==> src/rtl/b64e_pkg.sv <==
package b64e_pkg;

  localparam logic [6:0] PAD_CHAR = 7'h3D;

  typedef struct packed {
    logic [7:0] data_byte;
    logic       last_byte;
  } in_item_t;

  typedef struct packed {
    logic [6:0] out_char;
    logic       end_of_text;
  } out_item_t;

  // One closed group: up to three bytes left-aligned, how many carry data,
  // and whether it ends the stream.
  typedef struct packed {
    logic [23:0] word;
    logic [1:0]  count;
    logic        last;
  } group_t;

  function automatic logic [6:0] b64_char(input logic [5:0] v);
    logic [6:0] c;
    if (v < 6'd26) begin
      c = 7'h41 + {1'b0, v};
    end else if (v < 6'd52) begin
      c = 7'h61 + {1'b0, v} - 7'd26;
    end else if (v < 6'd62) begin
      c = 7'h30 + {1'b0, v} - 7'd52;
    end else if (v == 6'd62) begin
      c = 7'h2B;
    end else begin
      c = 7'h2F;
    end
    return c;
  endfunction

  function automatic logic is_out_code(input logic [6:0] c);
    return (c >= 7'h41 && c <= 7'h5A) || (c >= 7'h61 && c <= 7'h7A) ||
           (c >= 7'h30 && c <= 7'h39) || (c == 7'h2B) || (c == 7'h2F) ||
           (c == PAD_CHAR);
  endfunction

endpackage

==> src/rtl/b64e_front.sv <==
module b64e_front (
  input  logic              clk,
  input  logic              rst_n,
  input  logic              in_push,
  input  b64e_pkg::in_item_t in_item,
  input  logic              q_full,
  output logic              in_full,
  output logic              q_push,
  output b64e_pkg::group_t  q_group
);

  logic [15:0] held_r, held_nxt;
  logic [1:0]  pos_r, pos_nxt;
  logic        accept;
  logic [23:0] word;
  logic [1:0]  count;

  assign in_full = q_full;
  assign accept  = in_push && !q_full;

  always_comb begin
    unique case (pos_r)
      2'd1: begin
        word  = {held_r[15:8], in_item.data_byte, 8'h00};
        count = 2'd2;
      end
      2'd2: begin
        word  = {held_r, in_item.data_byte};
        count = 2'd3;
      end
      default: begin
        word  = {in_item.data_byte, 16'h0000};
        count = 2'd1;
      end
    endcase

    q_push        = accept && (count == 2'd3 || in_item.last_byte);
    q_group.word  = word;
    q_group.count = count;
    q_group.last  = in_item.last_byte;

    held_nxt = held_r;
    pos_nxt  = pos_r;
    if (accept) begin
      if (q_push) begin
        held_nxt = 16'h0000;
        pos_nxt  = 2'd0;
      end else begin
        held_nxt = word[23:8];
        pos_nxt  = count;
      end
    end
  end

  always_ff @(posedge clk) begin
    if (!rst_n) begin
      held_r <= 16'h0000;
      pos_r  <= 2'd0;
    end else begin
      held_r <= held_nxt;
      pos_r  <= pos_nxt;
    end
  end

endmodule

==> src/rtl/b64e_queue.sv <==
module b64e_queue #(
  parameter int DEPTH = 2
) (
  input  logic             clk,
  input  logic             rst_n,
  input  logic             push,
  input  b64e_pkg::group_t push_data,
  input  logic             pop,
  output logic             full,
  output logic             empty,
  output b64e_pkg::group_t head
);

  localparam int PTR_W = (DEPTH > 1) ? $clog2(DEPTH) : 1;
  localparam int CNT_W = $clog2(DEPTH + 1);

  b64e_pkg::group_t mem [DEPTH];
  logic [PTR_W-1:0] wr_r, wr_nxt, rd_r, rd_nxt;
  logic [CNT_W-1:0] cnt_r, cnt_nxt;
  logic             do_push, do_pop;

  assign full    = (cnt_r == CNT_W'(DEPTH));
  assign empty   = (cnt_r == '0);
  assign head    = mem[rd_r];
  assign do_push = push && !full;
  assign do_pop  = pop && !empty;

  always_comb begin
    wr_nxt  = wr_r;
    rd_nxt  = rd_r;
    cnt_nxt = cnt_r;
    if (do_push) begin
      wr_nxt = (wr_r == PTR_W'(DEPTH - 1)) ? '0 : wr_r + 1'b1;
    end
    if (do_pop) begin
      rd_nxt = (rd_r == PTR_W'(DEPTH - 1)) ? '0 : rd_r + 1'b1;
    end
    if (do_push && !do_pop) begin
      cnt_nxt = cnt_r + 1'b1;
    end else if (do_pop && !do_push) begin
      cnt_nxt = cnt_r - 1'b1;
    end
  end

  always_ff @(posedge clk) begin
    if (do_push) begin
      mem[wr_r] <= push_data;
    end
  end

  always_ff @(posedge clk) begin
    if (!rst_n) begin
      wr_r  <= '0;
      rd_r  <= '0;
      cnt_r <= '0;
    end else begin
      wr_r  <= wr_nxt;
      rd_r  <= rd_nxt;
      cnt_r <= cnt_nxt;
    end
  end

endmodule

==> src/rtl/b64e_back.sv <==
module b64e_back (
  input  logic                clk,
  input  logic                rst_n,
  input  logic                q_empty,
  input  b64e_pkg::group_t    q_head,
  output logic                q_pop,
  output logic                out_empty,
  input  logic                out_pop,
  output b64e_pkg::out_item_t out_item
);

  logic [1:0]          idx_r, idx_nxt;
  logic                valid_r, valid_nxt;
  b64e_pkg::out_item_t item_r, item_nxt;
  logic                load;
  logic [5:0]          sextet;
  logic                pad;

  assign out_empty = !valid_r;
  assign out_item  = item_r;

  always_comb begin
    unique case (idx_r)
      2'd0: sextet = q_head.word[23:18];
      2'd1: sextet = q_head.word[17:12];
      2'd2: sextet = q_head.word[11:6];
      default: sextet = q_head.word[5:0];
    endcase
    pad = (idx_r == 2'd2 && q_head.count < 2'd2) ||
          (idx_r == 2'd3 && q_head.count < 2'd3);

    // The output register takes a new character whenever it is free or drained and the queue holds a group.
    load      = !valid_r || out_pop;
    q_pop     = load && !q_empty && idx_r == 2'd3;
    idx_nxt   = idx_r;
    valid_nxt = valid_r;
    item_nxt  = item_r;
    if (load) begin
      valid_nxt = !q_empty;
      if (!q_empty) begin
        item_nxt.out_char    = pad ? b64e_pkg::PAD_CHAR : b64e_pkg::b64_char(sextet);
        item_nxt.end_of_text = q_head.last && idx_r == 2'd3;
        idx_nxt              = idx_r + 2'd1;
      end
    end
  end

  always_ff @(posedge clk) begin
    if (!rst_n) begin
      idx_r   <= 2'd0;
      valid_r <= 1'b0;
    end else begin
      idx_r   <= idx_nxt;
      valid_r <= valid_nxt;
    end
  end

  always_ff @(posedge clk) begin
    item_r <= item_nxt;
  end

endmodule

==> src/rtl/base64_encoder.sv <==
// A byte that closes a group is written into the queue, and its first character is then
// loaded into the output register. Throughput: one character per cycle while out_pop drains
// the output and the queue holds groups; the output register sets that figure.
// in_full, which stops new bytes, rises when QUEUE_DEPTH closed groups fill the queue.
// Reset (rst_n low, synchronous) drops held bytes, queued groups and the output.
module base64_encoder #(
  parameter int QUEUE_DEPTH = 2
) (
  input  logic                clk,
  input  logic                rst_n,
  input  logic                in_push,
  input  b64e_pkg::in_item_t  in_item,
  output logic                in_full,
  output logic                out_empty,
  input  logic                out_pop,
  output b64e_pkg::out_item_t out_item
);

  logic             q_push, q_pop, q_full, q_empty;
  b64e_pkg::group_t q_in, q_head;

  b64e_front u_front (
    .clk     (clk),
    .rst_n   (rst_n),
    .in_push (in_push),
    .in_item (in_item),
    .q_full  (q_full),
    .in_full (in_full),
    .q_push  (q_push),
    .q_group (q_in)
  );

  b64e_queue #(
    .DEPTH (QUEUE_DEPTH)
  ) u_queue (
    .clk       (clk),
    .rst_n     (rst_n),
    .push      (q_push),
    .push_data (q_in),
    .pop       (q_pop),
    .full      (q_full),
    .empty     (q_empty),
    .head      (q_head)
  );

  b64e_back u_back (
    .clk       (clk),
    .rst_n     (rst_n),
    .q_empty   (q_empty),
    .q_head    (q_head),
    .q_pop     (q_pop),
    .out_empty (out_empty),
    .out_pop   (out_pop),
    .out_item  (out_item)
  );

endmodule

==> config.mk <==
export PLATFORM = sky130hd
export DESIGN_NAME = base64_encoder
export DESIGN_NICKNAME = d
export VERILOG_FILES = /design/src/rtl/b64e_pkg.sv /design/src/rtl/b64e_front.sv /design/src/rtl/b64e_queue.sv /design/src/rtl/b64e_back.sv /design/src/rtl/base64_encoder.sv
export SDC_FILE = /design/constraint.sdc
export NUM_CORES = 1
export LEC_CHECK = 0
export ABC_AREA = 1
export BUFFER_PORTS_ARGS = -buffer_cell sky130_fd_sc_hd__buf_2
export CAP_MARGIN = 20
export CORE_ASPECT_RATIO = 1.2
export CORE_MARGIN = 4
export CORE_UTILIZATION = 55
export DETAILED_ROUTE_END_ITERATION = 12
export PLACE_DENSITY = 0.73
export SYNTH_ARGS = -nofsm -noshare
export SYNTH_HDL_FRONTEND = slang
export SYNTH_SLANG_ARGS = --single-unit
==> constraint.sdc <==
create_clock -name clk -period 4.6 [get_ports clk]
set_input_delay 0.23 -clock clk [delete_from_list [all_inputs] [get_ports clk]]
set_output_delay 0.23 -clock clk [all_outputs]
set_load 0.01 [all_outputs]
==> impl_metrics.toml, run 1 <==
[worst_setup_path]
critPathCaptureType = "flip-flop"
rrSetupSlack_ps = 2130
critPathLaunchType = "flip-flop"
critical_path_class = "reg -> reg"
cp.required_ps = 4720
critPathArrivalTime_ps = 2580
timing.rr.end = "u_back.out_item[3]$_SDFFCE_PP1P_"
path_common_cell = "nand2_1"
critPathMaxFanout = 25
crit_slowest_cell = "dfxtp_1"
r2r_cells = 14
crit_path_max_incr_delay_ps = 920
cp_cell_sequence = "inv_4 -> nand2_1 -> nand3_1 -> nand2_1 -> o21bai_2 -> ha_1 -> nand3_1 -> nand2_1 -> inv_1 -> nand2_1 -> nand2_1 -> inv_1 -> nand2_1 -> nand2_1"
critPathCapture = "u_back.out_item[3]$_SDFFCE_PP1P_"

[clock_network]
clk_path_buf_depth = 2
cts_sinks = 88
root_buffer = "clkbuf_8"
insertion_delay_ps = 350
holdBufCountCts = 0
cts_tree = "built"
cts_setup_buffers = 0
cts_repair_resize_count = 0
clk_pin_slew_ps = 100
cts-buffers-inserted = 9
h-tree-depth = 3

[placement]
gp_congestion = 0.925
place.port_buffers = 22
dpl.hpwl_mm = 6.05
dp_slack_ps = 2160

[synth]
synth_top_area_share_pct = 43.0
seq_area_frac_synth_pct = 55.0
synth.largest_area_cell = "edfxtp_1"
synthDistinctLibCells = 34
synthCells = 480
yosysWarnings = 0
syn_area_um2 = 4330
synth_area_leaders = "edfxtp_1 43%, nand2_1 12%, dfxtp_1 12%"
synth-seq-cells = 88
synth_fp_nets = 504
syn_area_per_cell_um2 = 9.02

[route]
via_per_inst = 5.27
vias = 3158
drt_iter0_markers = 225
drc = 0
first_pass_iters = 4
routedWlPerCell_um = 14.2
drt_wl_total_mm = 8.48
drtAntennaViolNets = 0

[run]
cap_violations = 0

[power_and_ir_drop]
pwr-share-clk_pct = 29.7
p_switching_w = 0.000595
switching_share_pct = 30.5
seq_power_share_pct = 47.4
power_density_nw_per_um2 = 416
p_leak_nw = 1.93
p_comb_share_pct = 22.9
ir_drop_mv = 0.235
p_int_w = 0.00136

[die]
die_area_um2 = 9370
io_pins = 23
die_w_um = 89.0
die_h_um = 105
core_area_um2 = 7660
fp-row-count = 35
start_util_pct = 56.5

[cells_and_area]
antenna_cells = 0
mostFrequentLayoutCells = "142 x nand2_1, 67 x inv_1, 62 x edfxtp_1"
drive_above_1_share_pct = 15.0
final_nets = 526
syn_to_final_growth_pct = 8.49
layout_commonest_cell = "nand2_1"

[global_route]
grt_pass1_vias = 3082
antenna_found_initial = 0
grt_max_degree = 28
grt_pass1_wl_mm = 14.3
overflow = 0
grt_usage_pct = 19.5

[sta]
period_needed_ps = 2470
rsz0062_at_grt = "false"
setup_slack_ps = 2130
hold_violations = 0
setup_viol = 0
worst_pin_slew_ps = 893
clock.fmax_ghz = 0.405
skew_ps = 12.5
relSlewSlack_pct = 40.4
slew_violations = 0
fin_tns_setup_ps = 0
min_period_over_period_pct = 53.6
whs_ps = 122

[hold_path]
holdCritPathClass = "in -> reg"

[outcome]
outcome = "finished clean"
-- power by group through the flow --
stage / clock, W / combinational, W / sequential, W
detailed placement: 0 / 0.000445 / 0.000946
global route: 0.000621 / 0.000510 / 0.000932
CTS: 0.000589 / 0.000448 / 0.000927
finish: 0.000580 / 0.000447 / 0.000927
floorplan: 0 / 0.000333 / 0.000950
global placement: 0 / 0.000436 / 0.000944
-- cell type report --
cell class                      instances  area (µm²)
Fill cell                             619        2960
Inverter                               74         280
Timing Repair Buffer                   26         140
Clock buffer                           11         163
Tap cell                               92         115
Multi-Input combinational cell        303        1560
Sequential cell                        88        2380
Clock inverter                          5        60.1
-- flip-flops by register name (all words and copies together) (netlist names), named ones only --
name / flops
u_back.idx_r: 2
u_back.out_item: 8
u_back.valid_r: 1
u_front.held_r: 16
u_front.pos_r: 2
u_queue.cnt_r: 2
u_queue.mem: 54
u_queue.rd_r: 1
u_queue.wr_r: 1
-- logic make-up (layout without fill, tap and decap cells) --
kind of cell	Yosys count	after routing	synth area share, %
and+or+nand+nor	222	222	23.4
buffers and inverters	89	116	9.13
DFF	88	88	55.0
AOI/OAI and AO/OA	68	68	8.87
adders and majority gates	11	11	3.18
xor gates and xnor gates	2	2	0.404
-- Yosys cell counts --
master,instances
a21oi_1,32
a21oi_2,2
buf_12,1
buf_2,4
buf_4,5
buf_6,1
buf_8,1
clkbuf_1,3
clkinv_1,2
dfxtp_1,26
edfxtp_1,62
ha_1,11
inv_1,67
inv_2,4
inv_4,1
nand2_1,142
nand2_2,5
nand2_4,5
nand3_1,26
nand3_2,3
nand3b_1,1
nand4_1,3
nand4_4,1
nor2_1,27
nor2_2,3
nor2_4,5
nor3_2,1
o211ai_1,2
o21ai_0,18
o21ai_1,3
o21bai_2,1
o21bai_4,1
o22ai_1,9
xor2_1,2
-- worst min path at each step --
stage | start | end | slack, ps | cells past startpoint
after floorplan | in_item[0] | u_queue.mem[0][0]$_DFFE_PP_ | 330 | 0
after global placement | u_front.held_r[1]$_SDFFE_PN0P_ | u_front.held_r[1]$_SDFFE_PN0P_ | 450 | 2
after detailed placement | u_front.held_r[8]$_SDFFE_PN0P_ | u_front.held_r[8]$_SDFFE_PN0P_ | 460 | 2
after CTS | in_item[0] | u_queue.mem[1][0]$_DFFE_PP_ | 100 | 1
after global routing | in_item[0] | u_queue.mem[1][0]$_DFFE_PP_ | 110 | 1
final | in_item[0] | u_queue.mem[1][0]$_DFFE_PP_ | 120 | 1
-- through the flow --
step                      std cells  cell area [µm²]  power [W]  utilization (%)
after global routing            599             4700    0.00206             61.3
after global placement          583             4480    0.00138             58.4
after floorplan                 480             4330    0.00128                -
after CTS                       599             4700    0.00196             61.3
final                           599             4700    0.00195             61.3
after detailed placement        583             4480    0.00139             58.4
-- worst max-delay path, delay by kind of cell (launching register included) --
family                   cells  cell delay, ps
flip-flops                   1             920
AND/OR/NAND/NOR              9             680
buffers and inverters        3             280
adder cells (fa/ha/maj)      1             210
AO/OA/AOI/OAI                1             120
-- per-layer routing --
metal,vias to the layer above,global-route usage [%],part of all wire [%]
met4,0,7.77,1.8
met3,16,2.97,4.1
met1,1477,25.5,44
li1,1596,-,-
met2,69,32.0,50
met5,-,0,0
Power figures use the tool's default switching activity.
==> run 2, diff against run 1 <==
Settings changed: ABC_AREA 1 to 0, PLACE_DENSITY 0.73 to 0.76.
Clock period 4.6 ns to 2.2 ns, I/O delays scaled along.
==> run 2 against run 1 <==
- the flow now finishes with violations (negative setup slack)
- wire length is 3.1% higher
- combinational power grew to 2.6 times the previous value
- sequential share of layout area shrank 2.2 points
- critical endpoint is now u_back.out_item[2]$_SDFFCE_PP0P_
- highest routed layer unchanged
==> impl_metrics.toml, run 2 <==
[outcome]
outcome = "complete, but fails checks"
violations = "negative setup slack"

[worst_setup_path]
critPathCapture = "u_back.out_item[2]$_SDFFCE_PP0P_"
critPathArrivalTime_ps = 2450
reg2reg_from = "u_back.idx_r[0]$_SDFFE_PN0P_"
critPathCaptureType = "flip-flop"
cp-startpoint = "u_back.idx_r[0]$_SDFFE_PN0P_"
timing.rr.end = "u_back.out_item[2]$_SDFFCE_PP0P_"
critPathLaunchType = "flip-flop"
r2r_cells = 9
cp.required_ps = 2310
critical_path_class = "reg -> reg"
critPathMaxFanout = 8
rrSetupSlack_ps = -140

[global_route]
antenna_found_initial = 0
overflow = 0
grt_pass1_vias = 2782
grt_pass1_wl_mm = 14.0
grt_usage_pct = 20.8
grt_max_degree = 28

[placement]
dp_cells = 484
dp_slack_ps = -166
place.port_buffers = 22
dpl.hpwl_mm = 6.21
gp_congestion = 0.899
place_area_um2 = 4550

[die]
fp-row-count = 34
core_area_um2 = 7230
die_area_um2 = 8900
die_h_um = 103
die_w_um = 86.8
start_util_pct = 56.7
io_pins = 23

[synth]
synth_area_leaders = "edfxtp_1 45%, dfxtp_1 13%, a22oi_1 6.4%"
synth-seq-cells = 88
yosysWarnings = 0
synthCells = 356
synth_enable_flop_cells = 62
syn_area_um2 = 4100
synth_most_common_cell = "edfxtp_1"
seq_area_frac_synth_pct = 58.1
syn_area_per_cell_um2 = 11.5
synth_fp_nets = 380
synth_common_cells = "62 x edfxtp_1, 35 x a22oi_1, 34 x nand2_1"
synth.largest_area_cell = "edfxtp_1"
synth-async-reset-ratio_pct = 0
synth_ff_type = "edfxtp_1"
synth_top_area_share_pct = 45.4
synthDistinctLibCells = 53

[clock_network]
clk_pin_slew_ps = 90
insertion_delay_ps = 350
clk_path_buf_depth = 2
cts-buffers-inserted = 9
cts_sinks = 88
root_buffer = "clkbuf_8"
cts_tree = "built"
h-tree-depth = 3

[sta]
min_period_over_period_pct = 106
period_needed_ps = 2340
clock.fmax_ghz = 0.427
setup_slack_ps = -140
whs_ps = 62.5
setup_viol = 5
hold_violations = 0
rsz0062_at_grt = "true"
relSlewSlack_pct = 69.4
worst_pin_slew_ps = 454
slew_violations = 0
skew_ps = 10.4

[cells_and_area]
largest_reg_flops = 54
drive_above_1_share_pct = 27.0
top_register = "u_queue.mem"
layout_commonest_cell = "edfxtp_1"
mostFrequentLayoutCells = "62 x edfxtp_1, 41 x buf_4, 34 x a22oi_1, 34 x nand2_1, 24 x dfxtp_1"
multiInputGateArea_um2 = 1710
final_nets = 437
antenna_cells = 0
nFillCells = 521
regArea_um2 = 2380
final_area_um2 = 4920
final_util_pct = 68.0
syn_to_final_growth_pct = 20.0
finalNonFillerCells = 508

[route]
drt_wl_total_mm = 8.75
drt_iter0_markers = 250
vias = 2972
via_per_inst = 5.85
routedWlPerCell_um = 17.2
drc = 0
drtAntennaViolNets = 0
first_pass_iters = 5

[hold_path]
min_from = "in_item[3]"
holdCritPathClass = "in -> reg"

[power_and_ir_drop]
ir_drop_mv = 0.562
p_leak_nw = 1.79
power_density_nw_per_um2 = 829

[run]
cap_violations = 0
==> run 2: cell count changes after synthesis, sizes merged, moves of 8 or more <==
cell    delta
nor2b     +20
a22oi     +35
nand3     -20
mux2i      +8
inv       -59
clkbuf    +10
nand2    -118
nor2      -11
and2      +16
o21ai      -8
o22ai      -9
a21oi     -30
==> run 2: layout make-up <==
cell class / count / area share, %
Clock buffer: 10 / 2.60
Timing Repair Buffer: 69 / 9.85
Clock inverter: 6 / 0.891
Tap cell: 90 / 2.29
Multi-Input combinational cell: 232 / 34.7
Inverter: 13 / 1.15
Sequential cell: 88 / 48.5
==> run 2: worst min path at each step <==
stage / end / slack [ps] / cells past startpoint
2_1_floorplan: u_queue.mem[0][0]$_DFFE_PP_ / 210 / 0
3_3_place_gp: u_queue.mem[0][0]$_DFFE_PP_ / 350 / 1
3_5_place_dp: u_queue.mem[1][0]$_DFFE_PP_ / 360 / 1
4_1_cts: u_front.held_r[6]$_SDFFE_PN0P_ / 50 / 3
5_1_grt: u_front.held_r[2]$_SDFFE_PN0P_ / 80 / 3
6_report: u_front.held_r[2]$_SDFFE_PN0P_ / 60 / 3
==> run 2: what timing repair did <==
| item | 4_1_cts | 5_1_grt |
|---|---|---|
| gates cloned | 0 | 0 |
| endpoints found under the hold margin | 2 | 0 |
| buffers inserted | 6 | 1 |
| resized for setup | 21 | 6 |
| endpoints found under the setup margin | 7 | 7 |
| hold buffers | 1 | 0 |
| pin swaps | 11 | 5 |
==> run 2: critical path, stage by stage, from the launching register on <==
cell and delay [ps]:
dfxtp_2 350, buf_6 120, inv_8 40, ha_4 180
buf_6 150, a22o_4 260, o311ai_4 350, a211oi_2 150
o211a_1 220, a311o_1 270
==> run 2: where the power goes <==
group | switching, W | internal, W
sequential | 0.0000372 | 0.00189
combinational | 0.000622 | 0.000543
clock | 0.000565 | 0.000415
total | 0.00122 | 0.00285
==> run 2: layer usage <==
metal  track usage, %  wire [µm]  vias up
met5                0          0        -
met4             9.11        257        0
met3             4.24        381       23
met2             36.6       4580       89
met1             24.6       3530     1433
li1                 -          -     1427
==> run 2: stage by stage <==
stage	total power [W]	TNS [ps]
final	0.00408	-373
after detailed placement	0.00298	-713
after global routing	0.00427	-901
after CTS	0.00406	-486
after floorplan	0.00262	-11.4
after global placement	0.00295	-360
==> run 2: cells by family (layout without fill, tap and decap cells) <==
kind of cell | count (synthesis) | count (layout) | synth area share (%)
adders and majority gates | 12 | 12 | 3.60
muxes | 8 | 8 | 1.95
AOI/OAI and AO/OA | 83 | 83 | 16.1
xor gates and xnor gates | 5 | 5 | 1.07
and+or+nand+nor | 124 | 124 | 15.0
DFF | 88 | 88 | 58.1
buffers and inverters | 36 | 98 | 4.09
==> run 3, diff against run 2 <==
Settings changed: BUFFER_PORTS_ARGS -buffer_cell sky130_fd_sc_hd__buf_2 to default, DONT_BUFFER_PORTS from default to 1, PLACE_DENSITY 0.76 to 0.73.
==> run 3 against run 2 <==
- the flow still finishes with violations (negative setup slack)
- clock-buffer cell count up 2
- die area unchanged
- non-clock buffer count is 11 lower
- global-route usage increased by 0.50 points
- register-to-register slack improved by 20 ps
- total power rose by 2.9%
- final cell count is 2.2% lower
- first-iteration DRC count down 2.8%
- fmax grew 0.90%
- flip-flop and latch count did not move
- largest cell class unchanged
==> impl_metrics.toml, run 3 (synthesis results as in run 2) <==
[sta]
setup_slack_ps = -119
fin_tns_setup_ps = -355
worst_pin_slew_ps = 733
rsz0062_at_grt = "true"
min_period_over_period_pct = 105
relSlewSlack_pct = 51.0
slew_violations = 0
hold_violations = 0
period_needed_ps = 2320
whs_ps = 16.8
setup_viol = 4
skew_ps = 12.6
clock.fmax_ghz = 0.431

[run]
cap_violations = 0

[clock_network]
cts_sinks = 88
clk_pin_slew_ps = 90
clk_path_buf_depth = 2
root_buffer = "clkbuf_8"
insertion_delay_ps = 350
h-tree-depth = 3
cts-buffers-inserted = 9
cts_tree = "built"

[route]
drtAntennaViolNets = 0
drt_wl_total_mm = 8.90
dr_wl_met3_um = 315
wl_met2_mm = 4.55
wirelength_met1_mm = 3.68
first_pass_iters = 5
drc = 0
via_per_inst = 5.89
drt_iter0_markers = 243
routedWlPerCell_um = 17.9
routed.top_layer = "met4"
vias = 2927

[global_route]
grt_pass1_wl_mm = 14.4
antenna_found_initial = 0
grt_usage_pct = 21.3
grt_max_degree = 28
grt_pass1_vias = 2954
overflow = 0

[cells_and_area]
largest_reg_flops = 54
final_area_um2 = 4980
mostFrequentLayoutCells = "62 x edfxtp_1, 37 x buf_4, 34 x a22oi_1, 34 x nand2_1, 24 x dfxtp_1"
syn_to_final_growth_pct = 21.5
layout_commonest_cell = "edfxtp_1"
final_nets = 426
antenna_cells = 0
drive_above_1_share_pct = 24.8
top_register = "u_queue.mem"

[die]
die_w_um = 86.8
io_pins = 23
fp-row-count = 34
start_util_pct = 56.7
die_area_um2 = 8900
die_h_um = 103
core_area_um2 = 7230

[placement]
place_area_um2 = 4440
gp_congestion = 0.914
dpl.hpwl_mm = 5.74
place.port_buffers = 0

[worst_setup_path]
critical_path_class = "reg -> reg"
critPathMaxFanout = 7
path_common_cell = "buf_6"
critPathArrivalTime_ps = 2530
crit_path_max_incr_delay_ps = 460
critPathCaptureType = "flip-flop"
critPathLaunchType = "flip-flop"
cp.required_ps = 2410
crit_family = "compound AO/OA/AOI/OAI gates"
crit_buf_inv = 4
crit_slowest_cell = "o311ai_4"
cp_cell_sequence = "buf_6 -> inv_6 -> ha_4 -> buf_6 -> and2_4 -> o311ai_4 -> buf_4 -> nor2_1 -> a2111o_1 -> nand3_1"

[outcome]
outcome = "complete, but fails checks"
violations = "negative setup slack"

[power_and_ir_drop]
ir_drop_mv = 0.568
power_density_nw_per_um2 = 842
p_leak_nw = 1.75

[hold_path]
holdCritPathClass = "in -> reg"
==> run 3: timing repair <==
action,CTS,global route
endpoints found under the setup margin,6,7
pin swaps,8,12
hold endpoints to repair,38,0
hold buffers,10,0
buffers inserted,8,3
gates resized for setup,24,18
==> run 3: through the flow <==
| step | cells | power, W | util (%) | setup slack, ps |
|---|---|---|---|---|
| after detailed placement | 460 | 0.00291 | 61.4 | -149 |
| final | 497 | 0.00419 | 68.8 | -119 |
| after floorplan | 356 | 0.00262 | - | -6.12 |
| after global placement | 460 | 0.00289 | 61.4 | -123 |
| after CTS | 494 | 0.00410 | 67.4 | -112 |
| after global routing | 497 | 0.00440 | 68.8 | -181 |
==> run 3: layer usage <==
metal | global-route usage, % | vias to the layer above
met3 | 5.12 | 31
met2 | 34.4 | 80
met1 | 26.4 | 1420
li1 | - | 1396
met4 | 11.8 | 0
met5 | 0 | -
==> run 3: final timing paths <==
kind / startpoint / end / slack [ps] / cells past startpoint
min: in_item[1] / u_queue.mem[0][3]$_DFFE_PP_ / 20 / 1
min reg2reg: u_front.pos_r[0]$_SDFFE_PN0P_ / u_front.pos_r[0]$_SDFFE_PN0P_ / 520 / 2
max reg2reg: u_back.idx_r[0]$_SDFFE_PN0P_ / u_back.out_item[4]$_SDFFCE_PP1P_ / -120 / 10
max: u_back.idx_r[0]$_SDFFE_PN0P_ / u_back.out_item[4]$_SDFFCE_PP1P_ / -120 / 10
==> run 3: cell type report <==
cell class | instances | area, µm²
clock buffers | 12 | 165
clock inverters | 4 | 27.5
multi-input cells | 232 | 1720
well taps | 90 | 113
repair buffers | 58 | 510
flip-flops and latches | 88 | 2390
fillers | 526 | 2250
inverters | 13 | 53.8
==> run 3: report_power, final <==
part / leakage, nW / internal (W) / switching [W] / total (W)
registers: 0.791 / 0.00190 / 0.0000577 / 0.00195
clock network: 0.0923 / 0.000501 / 0.000560 / 0.00106
logic: 0.872 / 0.000557 / 0.000622 / 0.00118
total: 1.75 / 0.00295 / 0.00124 / 0.00419
